## config.mk

```make
export PLATFORM = sky130hd
export DESIGN_NAME = tmf_ctrl
export DESIGN_NICKNAME = d
export VERILOG_FILES = /design/src/tmf_pkg.sv /design/src/tmf_ctrl.sv
export SDC_FILE = /design/constraint.sdc
export NUM_CORES = 1
export LEC_CHECK = 0
export BUFFER_PORTS_ARGS = -buffer_cell sky130_fd_sc_hd__buf_2
export CORE_AREA = 5 5 42 44
export CTS_CLUSTER_DIAMETER = 200
export DETAILED_ROUTE_END_ITERATION = 10
export DIE_AREA = 0 0 47 49
export PLACE_DENSITY = 0.53
export SLEW_MARGIN = 40
export SYNTH_ARGS = -nofsm -noshare
export SYNTH_HDL_FRONTEND = slang
export SYNTH_SLANG_ARGS = --single-unit
```

## constraint.sdc

```tcl
create_clock -name clk -period 4.75 [get_ports clk]
set_input_delay 0.7125 -clock clk [delete_from_list [all_inputs] [get_ports clk]]
set_output_delay 0.7125 -clock clk [all_outputs]
set_load 0.03 [all_outputs]
```

## src/tmf_pkg.sv

```systemverilog
// ----------------------------------------------------------------------------
// tmf_pkg
// Shared constants, row layout and controller/datapath interface types for
// the temporal median filter.
// ----------------------------------------------------------------------------
package tmf_pkg;

  // sizing of the filter
  localparam int unsigned NUM_BEAMS     = 512;
  localparam int unsigned HISTORY_DEPTH = 32;

  // field widths
  localparam int unsigned BEAM_W  = 9;
  localparam int unsigned RANGE_W = 16;
  localparam int unsigned MED_W   = 17;
  localparam int unsigned CNT_W   = 6;

  // memory addressing and lane indexing
  localparam int unsigned ADDR_W = (NUM_BEAMS > 1) ? $clog2(NUM_BEAMS) : 1;
  localparam int unsigned IDX_W  = (HISTORY_DEPTH > 1) ? $clog2(HISTORY_DEPTH) : 1;

  // one memory row: history lanes at the bottom, sample count on top
  localparam int unsigned HIST_W = HISTORY_DEPTH * RANGE_W;
  localparam int unsigned ROW_W  = HIST_W + CNT_W;

  // controller to datapath commands
  typedef struct packed {
    logic clr_write;
    logic capture;
    logic rd_en;
    logic insert;
    logic out_load;
  } tmf_cmd_t;

  // datapath to controller status
  typedef struct packed {
    logic clr_last;
    logic out_free;
  } tmf_sts_t;

endpackage

```

## src/tmf_ctrl.sv

```systemverilog
// ----------------------------------------------------------------------------
// tmf_ctrl
// Sequencer for the median filter: clearing pass after reset, then
// capture, row read, insert and write-back, median and output load.
// ----------------------------------------------------------------------------
module tmf_ctrl (
  input  logic              clk,
  input  logic              rst,
  input  logic              in_valid,
  output logic              in_ready,
  input  tmf_pkg::tmf_sts_t sts,
  output tmf_pkg::tmf_cmd_t cmd
);
  import tmf_pkg::*;

  typedef enum logic [4:0] {
    S_CLEAR  = 5'b00001,
    S_IDLE   = 5'b00010,
    S_READ   = 5'b00100,
    S_INSERT = 5'b01000,
    S_MEDIAN = 5'b10000
  } state_t;

  state_t state;
  state_t state_next;

  // state register
  always_ff @(posedge clk) begin
    if (rst) begin
      state <= S_CLEAR;
    end else begin
      state <= state_next;
    end
  end

  // next state and commands
  always_comb begin
    state_next   = state;
    cmd          = '0;
    in_ready     = 1'b0;
    unique case (state)
      S_CLEAR: begin
        cmd.clr_write = 1'b1;
        if (sts.clr_last) begin
          state_next = S_IDLE;
        end
      end
      S_IDLE: begin
        in_ready = 1'b1;
        if (in_valid) begin
          cmd.capture = 1'b1;
          state_next  = S_READ;
        end
      end
      S_READ: begin
        cmd.rd_en  = 1'b1;
        state_next = S_INSERT;
      end
      S_INSERT: begin
        cmd.insert = 1'b1;
        state_next = S_MEDIAN;
      end
      S_MEDIAN: begin
        if (sts.out_free) begin
          cmd.out_load = 1'b1;
          state_next   = S_IDLE;
        end
      end
      default: begin
        state_next = S_CLEAR;
      end
    endcase
  end

endmodule

```

Yosys cells after proc, flatten, opt, wreduce, memory -nomap -nowiden:

Index checks and enable logic that the tools add are counted.

* output and inout bits: 6
* register bits after elaboration: 5
* logic and storage cells: 22
* bits of input ports: 5

* multiplexer cells: 12
* equality and inequality tests: 8
* reduce and logical (&&, ||, !) cells: 1

Operators with widths (count)
* 5-bit one-hot mux with 5 select lines: 1
* 5-bit 2-to-1 mux: 3
* 1-bit 2-to-1 mux: 8
* 2-bit inequality test (second input constant): 3
* 5-bit by 1-bit equality test with 1-bit output (second input constant): 1
* 5-bit by 2-bit equality test with 1-bit output (second input constant): 1
* 5-bit by 3-bit equality test with 1-bit output (second input constant): 1
* 5-bit by 4-bit equality test with 1-bit output (second input constant): 1
* 5-bit equality test (second input constant): 1
* 3-bit AND reduction: 1

Depth between registers and ports, before layout:

* word-level depth: 3
* depth in mapped cells: 5
* depth with buffers taken out: 4

Worst setup path after synthesis:

OpenSTA, ideal clock, no wires.

* path type: flip-flop to output port
* start point: register state[4]
* end point: output cmd[3] (netlist name)
* stages on the path, launching flop included: 6
* data required time: 4.038 ns
* arrival time: 1.604 ns
* path buffers: 1
* path slack: 2.434 ns
* cell sequence: dfxtp_1 > buf_6 > or3_4 > or3b_4 > inv_2 > and2_1

RTL lines
* from (decl): line tmf_ctrl.sv:24 `state_t state;`
* from (signal assigned): line tmf_ctrl.sv:32 `state <= state_next;`
* to (decl): line tmf_ctrl.sv:12 `output tmf_pkg::tmf_cmd_t cmd`

==> results.json <==
{
  "status": "complete, no violations",
  "cp_top_family": "simple AND/OR/NAND/NOR gates",
  "postCtsResizedCells": 0,
  "worstMarginPinSlew_ns": 0.506,
  "cts_root_buffer": "clkbuf_4",
  "finalClockSkew_ns": 0.000986,
  "path_cells": "or3_4 -> or3b_4 -> inv_2 -> and2_1 -> buf_2",
  "max_stage_delay_ns": 0.42,
  "syn_to_final_growth_pct": 24.1,
  "hold_path_depth": 1,
  "clk_path_buf_depth": 2,
  "synthTopCellsByCount": "dfxtp_1, nor2_1, and2_1, and3_1, inv_1",
  "clk_pin_slew_ns": 0.05,
  "top_register": "state",
  "fmax_mhz": 400,
  "whs_endpoint": "state[1]",
  "reg2reg_from": "state[2]",
  "io_pins": 11,
  "fin_crit_sh": 0.526,
  "power_frac_seq": 0.372,
  "num_rows": 14,
  "cp-end-kind": "output pin",
  "slew_headroom": 0.660,
  "r2r_cells": 3,
  "fin_tns_setup_ns": 0,
  "synth_top_cell_by_area": "dfxtp_1",
  "critical_path.startpoint_type": "flip-flop",
  "cp_num_buf_inv": 2,
  "worstHoldStart": "state[2]",
  "gr-total-overflow": 0,
  "hp-class": "reg2reg",
  "clockPowerShare": 0.367,
  "syn_nets": 42,
  "clock_sink_count": 5,
  "leakage_nw": 0.190,
  "grt_pass1_vias": 249,
  "grt_pass1_wl_um": 1170,
  "synth-edff-count": 0,
  "antenna_found_initial": 0,
  "cp.required_ns": 4.04,
  "initial_core_util": 0.229,
  "cts_buffers": 3,
  "synth-seq-area-share": 0.311,
  "setup_viol": 0,
  "grt_max_degree": 11,
  "grt_setup_unrepaired": "no",
  "wirelength_um": 701,
  "fillers": 160,
  "path_class": "reg2out",
  "portBuffers": 10,
  "clk_latency_ns": 0.24,
  "synthFlopType": "dfxtp_1",
  "p_switching_w": 0.0000432,
  "htree_levels": 1,
  "vias": 288,
  "coreArea_mm2": 0.00140,
  "crit_cells": 5,
  "internal_power_w": 0.0000931,
  "reg2reg_setup_slack_ns": 3.26,
  "ys_ff_latch": 5,
  "hold_viol_final": 0,
  "pwr-share-comb": 0.260,
  "place_congestion": 0.759,
  "netlist_top_cells_area": "dfxtp_1, nor2_1, and2_1, and3_1, buf_6",
  "crit_arrival_ns": 1.79,
  "die_w_um": 47,
  "die_h_um": 49,
  "yosysMostFrequentCell": "dfxtp_1",
  "cts_setup_buffers": 0,
  "cts_tree": "yes",
  "place.detailed.hpwl_um": 521,
  "crit_path_top_delay_cell": "or3_4",
  "period_needed_ns": 2.50,
  "viasPerCell": 4.43,
  "largest_reg_flops": 5,
  "drt-initial-drc-count": 2,
  "drt-pass1-iter-count": 4,
  "slew_viol_final": 0,
  "nets": 55,
  "synth_top_area_share": 0.311,
  "synthDistinctLibCells": 27,
  "top_regs": "state: 5 flops",
  "timing.hold.ws_ns": 0.585,
  "power_density_mw_per_mm2": 341,
  "r2r-end": "state[1]",
  "ant_nets": 0,
  "syn_area_per_cell_um2": 8.69,
  "synth.cell_area_um2": 322,
  "critPathMaxFanout": 7,
  "die_area_mm2": 0.00230,
  "ys_warn_count": 0,
  "insertedDiodeCount": 0,
  "synthArstFlopShare": 0,
  "syn_inst": 37,
  "wl_per_cell_um": 10.8,
  "track_usage": 0.0704,
  "ir_worst_vdd_uv": 163,
  "cap_violations": 0,
  "final_layout_size_suffix_gt1_frac": 0.367,
  "holdBufCountCts": 0,
  "switching_share": 0.317,
  "post-route-drc-count": 0
}
## per-stage QoR
step	cells	setup WS, ns	instance area, um2	total power (W)	util
global route	65	2.19	399	0.000147	0.285
finish	65	2.25	399	0.000136	0.285
CTS	65	2.25	399	0.000138	0.285
global placement	61	2.51	373	0.0000865	0.266
detailed placement	61	2.51	373	0.0000863	0.266
floorplan	37	2.43	322	0.0000769	-
## power by group through the flow
| stage | Sequential (W) | Combinational (W) | Clock (W) |
|---|---|---|---|
| floorplan | 0.0000497 | 0.0000271 | 0 |
| global placement | 0.0000511 | 0.0000353 | 0 |
| detailed placement | 0.0000511 | 0.0000352 | 0 |
| CTS | 0.0000503 | 0.0000356 | 0.0000517 |
| global route | 0.0000516 | 0.0000391 | 0.0000561 |
| finish | 0.0000507 | 0.0000355 | 0.0000500 |
## per-layer routing
layer  GRT usage  wire length, um
met1       0.101              363
met2      0.0792              285
met3      0.0258               45
met4      0.0553                7
met5           0                0
## worst register-to-register path, cell delays in order (launching register included)
cell	delay (ns)
dfxtp_1	0.36
or3_4	0.42
o31ai_1	0.48
a2111oi_1	0.09
## worst max-delay path by stage
stage                     startpoint  endpoint  slack (ns)
after floorplan             state[4]    cmd[3]        2.43
after global placement      state[3]    cmd[3]        2.51
after detailed placement    state[3]    cmd[3]        2.51
after CTS                   state[3]    cmd[3]        2.25
after global routing        state[3]    cmd[3]        2.19
final                       state[2]    cmd[3]        2.25
## logic make-up after synthesis
group,count (synthesis),synth area share
AO/OA/AOI/OAI,7,0.167
XOR/XNOR,1,0.0272
buffers and inverters,5,0.0934
flip-flops,5,0.311
AND/OR/NAND/NOR,19,0.401
## cells in the final DEF (no fill, tap or decap), drive strengths merged, types with 2 or more instances in the layout
| master | instances |
|---|---|
| and2 | 2 |
| and3 | 2 |
| buf | 10 |
| clkbuf | 4 |
| dfxtp | 5 |
| inv | 3 |
| nor2 | 4 |
| or2 | 2 |
| or3 | 2 |
| or3b | 3 |
## final cells by class
| cell class | count | area, um2 | area share |
|---|---|---|---|
| multi-input cells | 27 | 191 | 0.480 |
| inverters | 3 | 11.3 | 0.0282 |
| flip-flops and latches | 5 | 100 | 0.251 |
| well taps | 16 | 20.0 | 0.0502 |
| clock buffers | 4 | 26.3 | 0.0658 |
| repair buffers | 10 | 50.0 | 0.125 |
Note: power is estimated with default switching activity, not from simulation.
